File: config.mk
export PLATFORM = sky130hd
export DESIGN_NAME = asc_outq
export DESIGN_NICKNAME = d
export VERILOG_FILES = /design/src/hdl/asc_pkg.sv /design/src/hdl/asc_outq.sv
export SDC_FILE = /design/constraint.sdc
export NUM_CORES = 1
export LEC_CHECK = 0
export BUFFER_PORTS_ARGS = -buffer_cell sky130_fd_sc_hd__buf_2
export CAP_MARGIN = 20
export CORE_ASPECT_RATIO = 1.5
export CORE_UTILIZATION = 48
export CTS_BUF_LIST = sky130_fd_sc_hd__clkbuf_8
export CTS_CLUSTER_DIAMETER = 150
export DETAILED_ROUTE_END_ITERATION = 16
export HOLD_SLACK_MARGIN = 0.03
export PLACE_DENSITY = 0.75
export SLEW_MARGIN = 40
export SYNTH_ARGS = -nofsm -noshare
export SYNTH_HDL_FRONTEND = slang
export SYNTH_SLANG_ARGS = --single-unit
export TNS_END_PERCENT = 50
File: constraint.sdc
create_clock -name clk -period 10.98 [get_ports clk]
set_input_delay 2.196 -clock clk [delete_from_list [all_inputs] [get_ports clk]]
set_output_delay 2.196 -clock clk [all_outputs]
set_load 0.01 [all_outputs]
File: src/hdl/asc_pkg.sv
// Shared types, codes and sizes for the accumulator stack machine block.
package asc_pkg;

    // Data memory size in words (a power of two) and its address width
    localparam int MEM_WORDS = 65536;
    localparam int MEM_AW    = $clog2(MEM_WORDS);

    // Highest opcode with a defined meaning
    localparam logic [7:0] OPC_LAST = 8'd18;

    // Reset value of the stack limit register
    localparam logic [30:0] STACK_LIMIT_RESET = 31'd8388608;

    // Configuration register indexes
    localparam logic [1:0] CFG_PROGRAM_LENGTH = 2'd0;
    localparam logic [1:0] CFG_STACK_LIMIT    = 2'd1;

    typedef enum logic [4:0] {
        OP_LDC    = 5'd0,
        OP_ADC    = 5'd1,
        OP_LDL    = 5'd2,
        OP_STL    = 5'd3,
        OP_LDNL   = 5'd4,
        OP_STNL   = 5'd5,
        OP_ADD    = 5'd6,
        OP_SUB    = 5'd7,
        OP_SHL    = 5'd8,
        OP_SHR    = 5'd9,
        OP_ADJ    = 5'd10,
        OP_A2SP   = 5'd11,
        OP_SP2A   = 5'd12,
        OP_CALL   = 5'd13,
        OP_RETURN = 5'd14,
        OP_BRZ    = 5'd15,
        OP_BRLZ   = 5'd16,
        OP_BR     = 5'd17,
        OP_HALT   = 5'd18,
        OP_NOP    = 5'd19
    } opcode_t;

    typedef enum logic [2:0] {
        ST_EXECUTED = 3'd0,
        ST_HALTED   = 3'd1,
        ST_PC_PAST  = 3'd2,
        ST_OVERFLOW = 3'd3,
        ST_STORED   = 3'd4
    } status_t;

    typedef enum logic [1:0] {
        BK_CLEAR,
        BK_RUN,
        BK_LOAD
    } back_state_t;

    // Decoded request as it travels from the front to the back
    typedef struct packed {
        logic              is_store;
        logic [MEM_AW-1:0] addr;
        logic [31:0]       word;
        opcode_t           opc;
        logic [31:0]       opnd;
    } instr_t;

    // Machine state reported for one request
    typedef struct packed {
        logic [31:0] acc_a;
        logic [31:0] acc_b;
        logic [31:0] prog_counter;
        logic [31:0] stack_ptr;
        logic [31:0] executed_count;
        status_t     status;
    } result_t;

endpackage

File: src/hdl/asc_outq.sv
// Result queue: two entries between the execute unit and the result ports.
module asc_outq (
    input  logic             clk,
    input  logic             rst_n,
    input  logic             in_push,
    input  asc_pkg::result_t in_data,
    output logic             in_full,
    output logic             empty,
    input  logic             pop,
    output asc_pkg::result_t head
);

    asc_pkg::result_t entry_reg [2];
    logic             wr_ptr_reg;
    logic             rd_ptr_reg;
    logic [1:0]       count_reg;
    logic [1:0]       count_next;
    logic             take;
    logic             drop;

    assign in_full = (count_reg == 2'd2);
    assign empty   = (count_reg == 2'd0);
    assign take    = in_push & ~in_full;
    assign drop    = pop & ~empty;
    assign head    = entry_reg[rd_ptr_reg];

    always_comb
    begin
        count_next = count_reg;
        if (take & ~drop)
        begin
            count_next = count_reg + 2'd1;
        end
        else if (~take & drop)
        begin
            count_next = count_reg - 2'd1;
        end
    end

    // Advance pointers and count
    always_ff @(posedge clk or negedge rst_n)
    begin
        if (!rst_n)
        begin
            wr_ptr_reg <= 1'b0;
            rd_ptr_reg <= 1'b0;
            count_reg  <= 2'd0;
        end
        else
        begin
            if (take)
            begin
                wr_ptr_reg <= ~wr_ptr_reg;
            end
            if (drop)
            begin
                rd_ptr_reg <= ~rd_ptr_reg;
            end
            count_reg <= count_next;
        end
    end

    // Hold results
    always_ff @(posedge clk)
    begin
        if (take)
        begin
            entry_reg[wr_ptr_reg] <= in_data;
        end
    end

endmodule

==> key figures <==
Outcome
  – Status: finished, final reports clean

Worst setup path
  – Worst Path Buf+Inv: 3
  – Critical path launch point type: flip-flop
  – Slowest Stage Delay on Critical Path: 0.75 ns
  – Crit path kind: reg -> out
  – WP data required: 8.78 ns
  – CP Depth: 4
  – Top fanout value on the critical path: 70
  – Critical path cell sequence: buf_4, buf_6, mux2_2, buf_2
  – Critical Path AT: about 3.3 ns
  – Reg2Reg Depth: 4
  – Slowest cell on crit path: buf_4
  – Delay-heaviest family, CP: buffers and inverters
  – Type of destination of the critical path: output pin

Place
  – Placer Congestion: between 0.7 and 0.8
  – Dpl ws: 6.02 ns
  – Port Buffer Count: 331
  – Post-DP HPWL: between 15,000 and 20,000 microns

Die
  – FP Rows: 70
  – Die Ht: just under 200 microns
  – Core ar.: ~0.025 sq mm
  – Die width: between 100 and 150 microns
  – IO Count: about 330
  – Die area: around 0.026 sq mm
  – Starting Density: approximately 50%

Power and ir drop
  – Power Density: roughly 260 mW/mm^2
  – Clk pwr share: about 23%
  – Net Sw Power: about 1.1 mW
  – Seq pwr share: a little under half
  – Gate power share: between 20 and 30%
  – Power Internal: around 2.7 mW
  – Peak supply drop: between 100 and 150 uV
  – Switching part of the total: ~30%
  – Static leakage: 5.57 nW

GRT
  – Largest net degree at the start of global routing: 76
  – Number of global-route vias before repair: about 6,600
  – Initial antenna violation count: 8
  – GR Util All Layers: ~18%
  – First-pass GRT wire length: ~34,000 microns
  – GRT overflow: 0

STA
  – Worst Tran Pin Value: slightly above 0.8 ns
  – Slew HR: 45.7%
  – Final worst-path setup slack: 5.46 ns
  – Hold_ws: 0.518 ns
  – Final Hold Violating Endpoints: 0
  – Setup violations, final: 0
  – RSZ-0062 raised after global routing: false
  – Final setup TNS: 0 ns
  – Crit share post-route: 50.3%
  – Min Tclk post-route: between 5 and 6 ns
  – Final Max Tran Viols: 0
  – Max Fclk: approximately 180 MHz
  – Clock skew: around 0.016 ns

Clock tree
  – Num CTS Buffers: 47
  – CTS resizes: 0
  – Htree depth: 2
  – CTS tree: built
  – Hold-fix buffers at CTS: 0
  – Post-CTS setup repair buffer count: 0
  – CTS Buffer Depth: 3
  – Clock Latency Late Sink: around 0.56 ns
  – Clock sinks: between 300 and 400
  – Clock root cell: clkbuf_8
  – Clock slew at reported path FFs: roughly 0.06 ns

Yosys
  – Synth top area cells: edfxtp_1 (81%), mux2_2 (15%), buf_6 (1.0%)
  – Mapped cell area: ~0.012 sq mm
  – Simple-gate share of the synthesized area: less than 1%
  – Synth top area share: 81.3%
  – Yosys reg bits: 330
  – Post-synth ARST share: roughly 1.2%
  – Commonest register cell after synthesis: edfxtp_1
  – Number of synthesized flops with an enable pin: between 300 and 400
  – Yosys cell types: 14
  – Largest family of logic cells by synthesized area: multiplexers
  – Synth top cells by count: edfxtp_1 (326), mux2_2 (163), buf_6 (11)
  – Mux contribution to synthesized area: between 10% and 20%
  – Xor/xnor share of the synthesized area: less than 1%
  – Sequential element share of the synthesized area: 82.1%
  – Cell count after synthesis: 526
  – Adder-Cell Fraction of Synth Area: less than 1%
  – Post-synthesis compound-gate area fraction: less than 1%
  – Post-Syn Area per Cell: roughly 23 sq um
  – Yosys top cell by area: edfxtp_1
  – Cell with the most instances after synthesis: edfxtp_1
  – Post-synthesis net count: 694
  – Syn. warnings: 0

Drt
  – Post-route ant nets: 0
  – Vias/cell: between 4 and 5
  – Vias: ~6,200
  – Violation count after the first detailed-route iteration: roughly 340
  – Post-Route WL: around 23,000 microns
  – First-pass DRT Iterations: 4
  – Wire per inst: around 19 microns
  – Residual DRC: 0

Min path
  – Hold Crit Class: reg -> reg
  – Hold-critical path depth: 1

Final layout
  – Synth-to-layout area growth: 22.8%
  – Max reg flops: approximately 330
  – Nets: around 1,100
  – Share of cells above drive strength 1: about three fifths

Run
  – Max-cap violations: 0
[final cells by class]
cell class                      instances  area (sq um)
Sequential cell                       330          9890
Multi-Input combinational cell        176          1940
Timing Repair Buffer                  337          1720
Clock buffer                           49           674
Inverter                                2          7.51
Fill cell                            1864          9730
Tap cell                              324           405
Antenna cell                            8          20.0
Clock inverter                         28           135
[through the flow]
step | utilization [%] | power (mW) | cells | instance area [sq um]
global route | 60.3 | 3.97 | 1252 | 14800
finish | 60.3 | 3.79 | 1254 | 14800
CTS | 60.2 | 3.84 | 1246 | 14800
floorplan | - | 2.64 | 526 | 12000
detailed placement | 56.9 | 2.98 | 1169 | 14000
global placement | 56.9 | 2.95 | 1169 | 13900
[layer usage]
metal | vias to the layer above | part of all wire, % | global-route usage [%] | wire (microns)
met5 | - | 0.047 | 0 | 11
met1 | 3022 | 34 | 17.5 | 7990
met2 | 267 | 54 | 32.0 | 12600
met4 | 2 | 4.4 | 11.1 | 1020
li1 | 2861 | - | - | -
met3 | 67 | 7.5 | 5.61 | 1750
[path summary, 6_finish.rpt]
check                             startpoint          endpoint  slack (ns)
worst min register to register  count_reg[1]      count_reg[1]        0.52
min in group asynchronous              rst_n        rd_ptr_reg        1.44
worst min-delay path            count_reg[1]      count_reg[1]        0.52
worst max-delay path              rd_ptr_reg         head[126]        5.46
worst max register to register  count_reg[0]  entry_reg[0][27]        8.62
max in group asynchronous              rst_n        rd_ptr_reg        9.39
[cell families after synthesis]
| logic type | count (synthesis) |
|---|---|
| compound gates | 1 |
| buf+inv | 20 |
| fa+ha+maj | 1 |
| simple gates | 6 |
| flops | 330 |
| xor+xnor | 5 |
| mux | 163 |
[cells in the final DEF, fill, tap and decap left out, drive strengths merged, types with 2 or more instances in the layout]
| master | synthesis | routed |
|---|---|---|
| dfrtp | 4 | 4 |
| inv | 2 | 15 |
| diode | 0 | 8 |
| mux2 | 163 | 163 |
| clkbuf | 7 | 49 |
| clkinv | 0 | 14 |
| edfxtp | 326 | 326 |
| nor2 | 3 | 3 |
| xnor2 | 3 | 3 |
| buf | 11 | 337 |
| xor2 | 2 | 2 |
[power groups by stage]
stage	logic [mW]	registers, mW	clock network (mW)
4_1_cts	1.15	1.82	0.880
2_1_floorplan	0.787	1.86	0
5_1_grt	1.20	1.84	0.926
3_3_place_gp	1.13	1.83	0
6_report	1.13	1.81	0.854
3_5_place_dp	1.14	1.84	0
[worst reg2reg max path, stage by stage, from the launching register on]
cell      delay (ns)
dfrtp_1         0.42
nand2b_1        0.17
nand2_1         0.15
nor2_4          0.54
buf_6           0.64
(Power assumes the default switching activity.)
