## config.mk

```make
export PLATFORM = sky130hd
export DESIGN_NAME = asc_front
export DESIGN_NICKNAME = d
export VERILOG_FILES = /design/src/hdl/asc_pkg.sv /design/src/hdl/asc_front.sv
export SDC_FILE = /design/constraint.sdc
export NUM_CORES = 1
export LEC_CHECK = 0
export BUFFER_PORTS_ARGS = -buffer_cell sky130_fd_sc_hd__buf_2
export CORE_ASPECT_RATIO = 0.7
export CORE_MARGIN = 2
export CORE_UTILIZATION = 25
export DETAILED_ROUTE_END_ITERATION = 16
export PLACE_DENSITY = 0.52
export SLEW_MARGIN = 20
export SYNTH_ARGS = -nofsm -noshare
export SYNTH_HDL_FRONTEND = slang
export SYNTH_SLANG_ARGS = --single-unit
```

## constraint.sdc

```tcl
create_clock -name clk -period 3.72 [get_ports clk]
set_input_delay 0.93 -clock clk [delete_from_list [all_inputs] [get_ports clk]]
set_output_delay 0.93 -clock clk [all_outputs]
set_load 0.03 [all_outputs]
```

## src/hdl/asc_pkg.sv

```systemverilog
// Shared types, codes and sizes for the accumulator stack machine block.
package asc_pkg;

    // Data memory size in words (a power of two) and its address width
    localparam int MEM_WORDS = 65536;
    localparam int MEM_AW    = $clog2(MEM_WORDS);

    // Highest opcode with a defined meaning
    localparam logic [7:0] OPC_LAST = 8'd18;

    // Reset value of the stack limit register
    localparam logic [30:0] STACK_LIMIT_RESET = 31'd8388608;

    // Configuration register indexes
    localparam logic [1:0] CFG_PROGRAM_LENGTH = 2'd0;
    localparam logic [1:0] CFG_STACK_LIMIT    = 2'd1;

    typedef enum logic [4:0] {
        OP_LDC    = 5'd0,
        OP_ADC    = 5'd1,
        OP_LDL    = 5'd2,
        OP_STL    = 5'd3,
        OP_LDNL   = 5'd4,
        OP_STNL   = 5'd5,
        OP_ADD    = 5'd6,
        OP_SUB    = 5'd7,
        OP_SHL    = 5'd8,
        OP_SHR    = 5'd9,
        OP_ADJ    = 5'd10,
        OP_A2SP   = 5'd11,
        OP_SP2A   = 5'd12,
        OP_CALL   = 5'd13,
        OP_RETURN = 5'd14,
        OP_BRZ    = 5'd15,
        OP_BRLZ   = 5'd16,
        OP_BR     = 5'd17,
        OP_HALT   = 5'd18,
        OP_NOP    = 5'd19
    } opcode_t;

    typedef enum logic [2:0] {
        ST_EXECUTED = 3'd0,
        ST_HALTED   = 3'd1,
        ST_PC_PAST  = 3'd2,
        ST_OVERFLOW = 3'd3,
        ST_STORED   = 3'd4
    } status_t;

    typedef enum logic [1:0] {
        BK_CLEAR,
        BK_RUN,
        BK_LOAD
    } back_state_t;

    // Decoded request as it travels from the front to the back
    typedef struct packed {
        logic              is_store;
        logic [MEM_AW-1:0] addr;
        logic [31:0]       word;
        opcode_t           opc;
        logic [31:0]       opnd;
    } instr_t;

    // Machine state reported for one request
    typedef struct packed {
        logic [31:0] acc_a;
        logic [31:0] acc_b;
        logic [31:0] prog_counter;
        logic [31:0] stack_ptr;
        logic [31:0] executed_count;
        status_t     status;
    } result_t;

endpackage

```

## src/hdl/asc_front.sv

```systemverilog
// Front end: accept requests, decode them and hold them in a two-entry queue.
module asc_front (
    input  logic           clk,
    input  logic           rst_n,
    input  logic           push,
    output logic           full,
    input  logic           op,
    input  logic [15:0]    addr,
    input  logic [31:0]    word,
    input  logic           clearing,
    output logic           head_valid,
    output asc_pkg::instr_t head,
    input  logic           head_pop
);

    asc_pkg::instr_t entry_reg [2];
    logic            wr_ptr_reg;
    logic            rd_ptr_reg;
    logic [1:0]      count_reg;
    logic [1:0]      count_next;
    asc_pkg::instr_t dec;
    logic [31:0]     addr_ext;
    logic            take;
    logic            drop;

    // Decode the incoming request
    always_comb
    begin
        addr_ext     = {16'b0, addr};
        dec.is_store = ~op;
        dec.addr     = addr_ext[asc_pkg::MEM_AW-1:0];
        dec.word     = word;
        dec.opnd     = {{8{word[31]}}, word[31:8]};
        if (word[7:0] <= asc_pkg::OPC_LAST)
        begin
            dec.opc = asc_pkg::opcode_t'(word[4:0]);
        end
        else
        begin
            dec.opc = asc_pkg::OP_NOP;
        end
    end

    assign full       = (count_reg == 2'd2) | clearing;
    assign take       = push & ~full;
    assign head_valid = (count_reg != 2'd0);
    assign drop       = head_pop & head_valid;
    assign head       = entry_reg[rd_ptr_reg];

    always_comb
    begin
        count_next = count_reg;
        if (take & ~drop)
        begin
            count_next = count_reg + 2'd1;
        end
        else if (~take & drop)
        begin
            count_next = count_reg - 2'd1;
        end
    end

    // Advance pointers and count
    always_ff @(posedge clk or negedge rst_n)
    begin
        if (!rst_n)
        begin
            wr_ptr_reg <= 1'b0;
            rd_ptr_reg <= 1'b0;
            count_reg  <= 2'd0;
        end
        else
        begin
            if (take)
            begin
                wr_ptr_reg <= ~wr_ptr_reg;
            end
            if (drop)
            begin
                rd_ptr_reg <= ~rd_ptr_reg;
            end
            count_reg <= count_next;
        end
    end

    // Hold decoded requests
    always_ff @(posedge clk)
    begin
        if (take)
        begin
            entry_reg[wr_ptr_reg] <= dec;
        end
    end

endmodule

```

==> results of run 1 <==
==> cells in the final DEF (no fill, tap or decap) <==
cell type and instances:
nor2_1 1, mux2_2 5, or2_1 1, clkinv_2 2, dfrtp_4 1, clkinvlp_4 2, and3_2 1, edfxtp_1 108
buf_4 3, nor3_1 1, nor4_1 1, ha_1 1, o21ai_0 1, clkbuf_16 9, or2_2 2, xnor2_1 3
nand2_1 3, buf_12 1, xor2_1 2, nand2b_1 1, and2_1 2, clkinv_4 1, buf_2 141, mux2_4 49
inv_1 4, nor2b_1 2, nor2_4 1, dfrtp_1 3, clkbuf_1 2
==> metal layers <==
metal	vias to the layer above	track usage [%]	share of wire [%]
met2	81	14.1	47
met5	-	0	0.15
met1	1101	10.2	44
met4	2	2.91	1.4
met3	11	3.93	7.7
li1	1067	-	-
==> final timing paths <==
check | cells past startpoint | slack, ps | startpoint | to
worst min register to register | 1 | 510 | count_reg[1] | count_reg[1]
min in group clk | 1 | 510 | count_reg[1] | count_reg[1]
worst min-delay path | 1 | 380 | rst_n | count_reg[1]
max in group asynchronous | 1 | 3180 | rst_n | rd_ptr_reg
worst max-delay path | 3 | 760 | rd_ptr_reg | head[28]
worst max register to register | 3 | 1820 | count_reg[0] | entry_reg[1][75]
==> critical path: cells and delay by family, from the launching register on <==
kind | cells | cell delay, ps
DFF | 1 | 760
buffers and inverters | 2 | 510
muxes | 1 | 370
==> cells by family after synthesis <==
| family | after synthesis |
|---|---|
| fa+ha+maj | 1 |
| simple gates | 16 |
| compound gates | 1 |
| xor+xnor | 5 |
| mux | 54 |
| flops | 112 |
| buf+inv | 42 |
==> final cells by class <==
cell class	instances	area (sq um)	area share [%]
clock buffer	11	233	4.14
clock inverter	5	33.8	0.601
inverter	4	15.0	0.267
multi-input combinational	77	948	16.9
sequential	112	3350	59.6
tap	236	295	5.25
timing repair buffer	145	748	13.3
==> Yosys cell counts (all sizes together) <==
library cell	count
nor3	1
buf	38
o21ai	1
inv	4
and2	2
xor2	2
nand2	3
ha	1
nor2	2
nor4	1
mux2	54
nand2b	1
or2	3
edfxtp	108
and3	1
xnor2	3
nor2b	2
dfrtp	4
==> through the flow <==
| step | utilization (%) | setup slack (ps) |
|---|---|---|
| finish | 31.0 | 763 |
| global route | 31.0 | 655 |
| CTS | 31.0 | 694 |
| detailed placement | 29.6 | 1090 |
| global placement | 29.6 | 1120 |
| floorplan | - | 715 |
==> power by group <==
part | switching [mW] | internal [mW] | leakage, nW
combinational | 1.12 | 0.675 | 1.08
clock | 0.416 | 0.453 | 0.126
sequential | 0.134 | 1.58 | 1.03
total | 1.67 | 2.70 | 2.23
==> impl_metrics.csv, run 1 <==
group,metric,value,unit
setup_path,cpMaxStageDelayCell,"dfrtp_4",
yosys,synthTopCellsByArea,"edfxtp_1 70%, mux2_4 16%, buf_4 5.2%",
die,die_area,0.0197,sq mm
yosys,synth_top_family_by_area,"multiplexers",
power_and_ir_drop,power,4.37,mW
layout,layout.cells.non_filler,590,
yosys,synth_xor_area_share,0.942,%
layout,fillers,1807,
flow_run,drv_cap,0,
timing,relSlewSlack,47.4,%
grt,grt_overflow,0,
setup_path,start_kind,"register",
die,rows,41,
layout,nets,404,
clocking,ctsHoldBuffers,0,
grt,grt_first_pass_wirelength,12700,um
setup_path,end_kind,"output pin",
grt,track_usage,8.65,%
yosys,synth-compound-area-share,0.108,%
min_path,min_path_type,"in2async",
grt,antenna_found_initial,1,
yosys,synthesis.area,0.00465,sq mm
power_and_ir_drop,ir_worst_vdd,302,uV
power_and_ir_drop,leakage,2.23,nW
yosys,avgSynthCellArea,20.1,sq um
setup_path,path_class,"reg2out",
yosys,yosysTopAreaCell,"edfxtp_1",
run_status,status,"completed",
die,initial_core_util,25.7,%
placed_design,placement.io_buffers,141,
layout,largest_reg_flops,108,
clocking,path_clk_slew,70,ps
detailed_routing,viasPerCell,3.83,
clocking,cts_tree,"yes",
timing,clock_skew,6.36,ps
placed_design,place_inst,574,
yosys,yosys.area_share.simple,1.86,%
timing,slew_viol_final,0,
die,die_w,167,um
timing,layout_min_cycle_time,2960,ps
yosys,yosysTopAreaCellShare,69.8,%
timing,worst-slew-pin-transition,789,ps
setup_path,crit_chain,"buf_12, mux2_4, buf_2",
yosys,synth_cells,231,
placed_design,postPlaceCellArea,0.00535,sq mm
detailed_routing,drt_iter0_markers,100,
placed_design,place_congestion,0.635,
layout,final_layout_size_suffix_gt1_share,61.6,%
yosys,seq_area_frac_synth,71.9,%
clocking,htree_levels,3,
layout,fin_area,0.00562,sq mm
timing,final-setup-viol-count,0,
timing,hold-worst-slack,384,ps
clocking,clock_latency,350,ps
yosys,synth-adder-area-share,0.269,%
detailed_routing,routed_wirelength,8410,um
clocking,root_buffer,"clkbuf_16",
yosys,yosys.cell_types.count,22,
setup_path,crit_required,2790,ps
clocking,numCtsBuffers,9,
yosys,syn-num-nets,286,
timing,rsz0062_at_grt,"no",
grt,first_global_vias,2421,
detailed_routing,firstDrtPassIters,4,
setup_path,max_stage_delay,760,ps
setup_path,arrival,2030,ps
timing,max_freq,0.338,GHz
timing,post-route-period-util,79.5,%
clocking,clock_path_buffers,2,
yosys,ys.warnings.count,0,
timing,fin_tns_setup,0,ps
clocking,cts_sinks,112,
detailed_routing,remaining_drc_errors,0,
die,dieHeight,118,um
clocking,cts-resized-gates,0,
placed_design,dpl.hpwl,5620,um
yosys,ys_ff_latch,112,
layout,area_growth,20.9,%
die,coreArea,0.0181,sq mm
yosys,synth.mux.area_fraction,17.0,%
clocking,cts_setup_buffers,0,
setup_path,crit_fanout,28,
detailed_routing,ant_nets,0,
power_and_ir_drop,power.density,778,mW/mm^2
detailed_routing,via_count,2262,
detailed_routing,avgRoutedWirePerCell,14.3,um
grt,grt_max_degree,55,
layout,diodes,0,
die,io_pins,142,
timing,finalHoldViolations,0,
No activity file was read; power rests on OpenSTA's default activity.
==> inputs of run 2 (changes only) <==
--- a/config.mk
+++ b/config.mk
@@ -10,7 +10,7 @@
 export CORE_MARGIN = 2
 export CORE_UTILIZATION = 25
 export DETAILED_ROUTE_END_ITERATION = 16
-export PLACE_DENSITY = 0.52
+export PLACE_DENSITY = 0.53
 export SLEW_MARGIN = 20
 export SYNTH_ARGS = -nofsm -noshare
 export SYNTH_HDL_FRONTEND = slang
==> constraint.sdc (replaced) <==
create_clock -name clk -period 2.5 [get_ports clk]
set_input_delay 0.625 -clock clk [delete_from_list [all_inputs] [get_ports clk]]
set_output_delay 0.625 -clock clk [all_outputs]
set_load 0.03 [all_outputs]
==> run 2 against run 1 <==
Against the previous run:
- via count fell by 0.84%
- largest power group unchanged
- combinational power increased by 53%
- first-iteration DRC count down 2.0%
- die area is the same
- flip-flop and latch count stayed put
- clock skew increased by 3.5 ps
- largest cell class unchanged
- worst hold slack worse by 310 ps
- sequential share of layout area down 0.54 points
- power rose by 51%
- critical path depth did not move
==> impl_metrics.csv, run 2 (synthesized netlist as in run 1, its figures left out) <==
group,metric,value,unit
run_status,status,"completed",
timing,slew_viol_final,0,
die,coreArea,0.0181,sq mm
detailed_routing,routed_wirelength,8060,um
clocking,cts_tree,"yes",
clocking,cts-resized-gates,0,
detailed_routing,via_count,2243,
grt,grt_overflow,0,
power_and_ir_drop,power.internal,4.14,mW
setup_path,crit_chain,"buf_4, mux2_4, buf_2",
timing,final-setup-viol-count,0,
detailed_routing,drt_iter0_markers,98,
layout,fin_util,31.3,%
min_path,min_path_type,"in2async",
setup_path,crit_required,1880,ps
grt,met1_usage,10.3,%
detailed_routing,remaining_drc_errors,0,
layout,largest_reg_flops,108,
power_and_ir_drop,switching_share,37.4,%
setup_path,cpMaxStageDelayCell,"dfrtp_4",
placed_design,postPlaceCellArea,0.00538,sq mm
placed_design,dpl.hpwl,5680,um
grt,busiest_layer,"met2",
die,io_pins,142,
clocking,clock_path_buffers,2,
placed_design,placement.io_buffers,141,
timing,relSlewSlack,62.9,%
timing,worst-slew-pin-transition,551,ps
placed_design,place_congestion,0.648,
placed_design,place_inst,578,
setup_path,rrSetupSlack,960,ps
setup_path,start_kind,"register",
clocking,path_clk_slew,70,ps
layout,multi_input_area,948,sq um
grt,grt_max_degree,29,
detailed_routing,ant_nets,0,
clocking,numCtsBuffers,9,
timing,finalHoldViolations,0,
clocking,ctsHoldBuffers,0,
grt,antenna_found_initial,0,
setup_path,arrival,1790,ps
die,die_area,0.0197,sq mm
clocking,clock_latency,340,ps
power_and_ir_drop,leakage,2.26,nW
setup_path,end_kind,"output pin",
setup_path,r2r_cells,4,
die,rows,41,
grt,first_global_vias,2312,
detailed_routing,viasPerCell,3.78,
die,die_w,167,um
layout,final_layout_size_suffix_gt1_share,62.0,%
clocking,root_buffer,"clkbuf_16",
timing,clock_skew,9.89,ps
clocking,cts_setup_buffers,0,
power_and_ir_drop,power.density,1170,mW/mm^2
grt,grtUsageMet2,13.3,%
timing,max_freq,0.415,GHz
timing,rsz0062_at_grt,"no",
layout,layout.cells.non_filler,594,
timing,post-route-period-util,96.4,%
timing,hold-worst-slack,74.9,ps
power_and_ir_drop,pwr-share-comb,41.6,%
timing,layout_min_cycle_time,2410,ps
layout,nets,408,
power_and_ir_drop,seq_power_share,37.6,%
timing,fin_tns_setup,0,ps
detailed_routing,avgRoutedWirePerCell,13.6,um
power_and_ir_drop,power.switching,2.48,mW
grt,track_usage,8.41,%
grt,gr-usage-met3,3.56,%
die,dieHeight,118,um
flow_run,drv_cap,0,
layout,mostFrequentLayoutCells,"141 x buf_2, 108 x edfxtp_1, 49 x mux2_4",
layout,layout_commonest_cell,"buf_2",
layout,area_growth,22.0,%
layout,diodes,0,
power_and_ir_drop,power_frac_clock,20.8,%
setup_path,crit_fanout,17,
detailed_routing,firstDrtPassIters,4,
layout,register_area,0.00335,sq mm
grt,grt_first_pass_wirelength,12500,um
clocking,htree_levels,3,
die,initial_core_util,25.7,%
layout,fillers,1799,
setup_path,path_class,"reg2out",
clocking,cts_sinks,112,
setup_path,max_stage_delay,620,ps
layout,fin_area,0.00567,sq mm
power_and_ir_drop,ir_worst_vdd,626,uV
[run 2: changes by cell type in the layout (fill, tap and decap cells not counted)]
cell | previous run | this run
clkbuf_1 | 2 | 0
clkinv_1 | 0 | 2
clkinv_4 | 1 | 0
buf_4 | 3 | 7
bufinv_16 | 0 | 1
[run 2: area by class of cell]
| cell class | count | area share, % |
|---|---|---|
| flip-flops and latches | 112 | 59.0 |
| clock buffers | 9 | 3.97 |
| repair buffers | 149 | 13.7 |
| inverters | 4 | 0.265 |
| well taps | 236 | 5.21 |
| multi-input cells | 77 | 16.7 |
| clock inverters | 7 | 1.10 |
[run 2: final timing paths]
path                              startpoint                to
worst min-delay path                   rst_n        wr_ptr_reg
max in group asynchronous              rst_n        rd_ptr_reg
worst max register to register  count_reg[0]  entry_reg[0][81]
worst max-delay path              rd_ptr_reg          head[50]
worst min register to register  count_reg[1]      count_reg[1]
min in group clk                    word[13]  entry_reg[1][50]
[run 2: per-layer routing]
layer	wire (um)	up-vias
met3	606	8
li1	-	1070
met4	105	0
met5	0	-
met2	3750	85
met1	3590	1080
[run 2: worst max-delay path: cells and delay by family (launching register included)]
kind / cells / cell delay, ps
buffers and inverters: 2 / 480
DFF: 1 / 620
muxes: 1 / 330
[run 2: power groups by stage]
stage	sequential, mW	combinational [mW]	clock, mW
final	2.49	2.76	1.38
after global routing	2.52	2.91	1.51
after CTS	2.49	2.81	1.44
after detailed placement	2.53	2.81	0
after global placement	2.53	2.79	0
after floorplan	2.44	2.56	0
[run 2: metrics by stage]
step                      power, mW  setup WS, ps
after global placement         5.32           460
after CTS                      6.75          37.5
after floorplan                5.00           385
after detailed placement       5.34           429
after global routing           6.94          1.39
final                          6.62          89.9
==> inputs of run 3 (changes only) <==
--- a/config.mk
+++ b/config.mk
@@ -5,7 +5,7 @@
 export SDC_FILE = /design/constraint.sdc
 export NUM_CORES = 1
 export LEC_CHECK = 0
-export BUFFER_PORTS_ARGS = -buffer_cell sky130_fd_sc_hd__buf_2
+export BUFFER_PORTS_ARGS = -buffer_cell sky130_fd_sc_hd__clkbuf_2
 export CORE_ASPECT_RATIO = 0.7
 export CORE_MARGIN = 2
 export CORE_UTILIZATION = 25
==> run 3 against run 2 <==
Against the previous run:
- worst hold slack gained 0.62 ps
- cell count increased by 1.3%
- maximum frequency rose by 3.2%
- sequential power about the same
- global-route usage up 0.12 points
- sequential share of layout area shrank 0.67 points
==> impl_metrics.csv, run 3 (synthesized netlist as in run 1, its figures left out) <==
group,metric,value,unit
setup_path,arrival,1710,ps
detailed_routing,top_layer,"met4",
layout,nets,417,
grt,grt_overflow,0,
layout,layout.cells.non_filler,602,
clocking,numCtsBuffers,9,
placed_design,dpl.hpwl,5780,um
clocking,cts_tree,"yes",
layout,fin_area,0.00574,sq mm
timing,finalHoldViolations,0,
timing,clock_skew,5.89,ps
timing,setup_slack,164,ps
setup_path,end_kind,"output pin",
power_and_ir_drop,ir_worst_vdd,533,uV
layout,diodes,0,
grt,track_usage,8.53,%
detailed_routing,wl_met1,3820,um
die,dieHeight,118,um
clocking,ctsHoldBuffers,0,
power_and_ir_drop,power.density,1180,mW/mm^2
die,io_pins,142,
grt,grt_max_degree,29,
detailed_routing,viasPerCell,3.81,
flow_run,drv_cap,0,
layout,final_layout_size_suffix_gt1_share,63.1,%
detailed_routing,dr_wl_met2,3780,um
timing,final-setup-viol-count,0,
setup_path,crit_required,1880,ps
timing,layout_min_cycle_time,2340,ps
power_and_ir_drop,power,6.74,mW
placed_design,place_ws,436,ps
placed_design,place_congestion,0.642,
layout,fillers,1823,
layout,mostFrequentLayoutCells,"141 x clkbuf_2, 108 x edfxtp_1, 49 x mux2_4",
placed_design,postPlaceCellArea,0.00538,sq mm
timing,slew_viol_final,0,
die,die_w,167,um
timing,rsz0062_at_grt,"no",
clocking,root_buffer,"clkbuf_16",
layout,area_growth,23.4,%
die,coreArea,0.0181,sq mm
clocking,htree_levels,3,
detailed_routing,firstDrtPassIters,4,
detailed_routing,via_count,2292,
layout,layout_commonest_cell,"clkbuf_2",
detailed_routing,ant_nets,0,
detailed_routing,wl_met3,571,um
setup_path,start_kind,"register",
die,initial_core_util,25.7,%
power_and_ir_drop,leakage,2.34,nW
clocking,cts_setup_buffers,0,
setup_path,path_class,"reg2out",
clocking,cts-resized-gates,0,
detailed_routing,drt_iter0_markers,105,
clocking,clock_path_buffers,2,
clocking,cts_sinks,112,
die,rows,41,
grt,grt_first_pass_wirelength,12600,um
min_path,min_path_type,"in2async",
detailed_routing,routed_wirelength,8300,um
die,die_area,0.0197,sq mm
setup_path,crit_fanout,15,
grt,first_global_vias,2318,
detailed_routing,remaining_drc_errors,0,
clocking,path_clk_slew,70,ps
clocking,clock_latency,340,ps
grt,antenna_found_initial,0,
placed_design,place_inst,578,
timing,relSlewSlack,64.2,%
timing,post-route-period-util,93.4,%
timing,max_freq,0.428,GHz
layout,largest_reg_flops,108,
run_status,status,"completed",
detailed_routing,avgRoutedWirePerCell,13.8,um
placed_design,placement.io_buffers,141,
timing,worst-slew-pin-transition,533,ps
timing,fin_tns_setup,0,ps
==> run 3: final timing paths <==
| check | from | to | slack (ps) | cells after the start |
|---|---|---|---|---|
| max in group asynchronous | rst_n | rd_ptr_reg | 2280 | 1 |
| max | rd_ptr_reg | head[47] | 160 | 3 |
| min | rst_n | count_reg[0] | 80 | 1 |
| min in group clk | word[15] | entry_reg[0][52] | 460 | 1 |
| max reg2reg | count_reg[0] | entry_reg[0][68] | 930 | 4 |
| min reg2reg | count_reg[1] | count_reg[1] | 510 | 1 |
==> run 3: area by class of cell <==
type	count	area [sq um]	area share, %
inverters	4	15.0	0.262
well taps	236	295	5.15
clock buffers	9	225	3.93
repair buffers	158	846	14.7
flip-flops and latches	112	3350	58.3
multi-input cells	77	948	16.5
clock inverters	6	60.1	1.05
==> run 3: report_power, final <==
group | total, mW | leakage (nW) | switching (mW) | internal, mW
Sequential | 2.47 | 1.03 | 0.125 | 2.34
Combinational | 2.90 | 1.17 | 1.79 | 1.11
Clock | 1.38 | 0.139 | 0.609 | 0.767
Total | 6.74 | 2.34 | 2.52 | 4.22
==> run 3: critical path, cell delays in order, from the launching register on <==
cell      delay (ps)
dfrtp_4          560
buf_4            280
mux2_4           330
clkbuf_2         180
==> run 3: metal layers <==
metal / global-route usage [%] / vias up
met5: 0 / -
met4: 3.07 / 0
met3: 3.46 / 11
met2: 13.4 / 81
met1: 10.6 / 1110
li1: - / 1090
==> run 3: through the flow <==
stage,utilization (%),hold slack (ps)
2_1_floorplan,-,329
3_3_place_gp,29.7,438
3_5_place_dp,29.7,440
4_1_cts,31.3,57.7
5_1_grt,31.7,59.3
6_report,31.7,75.5
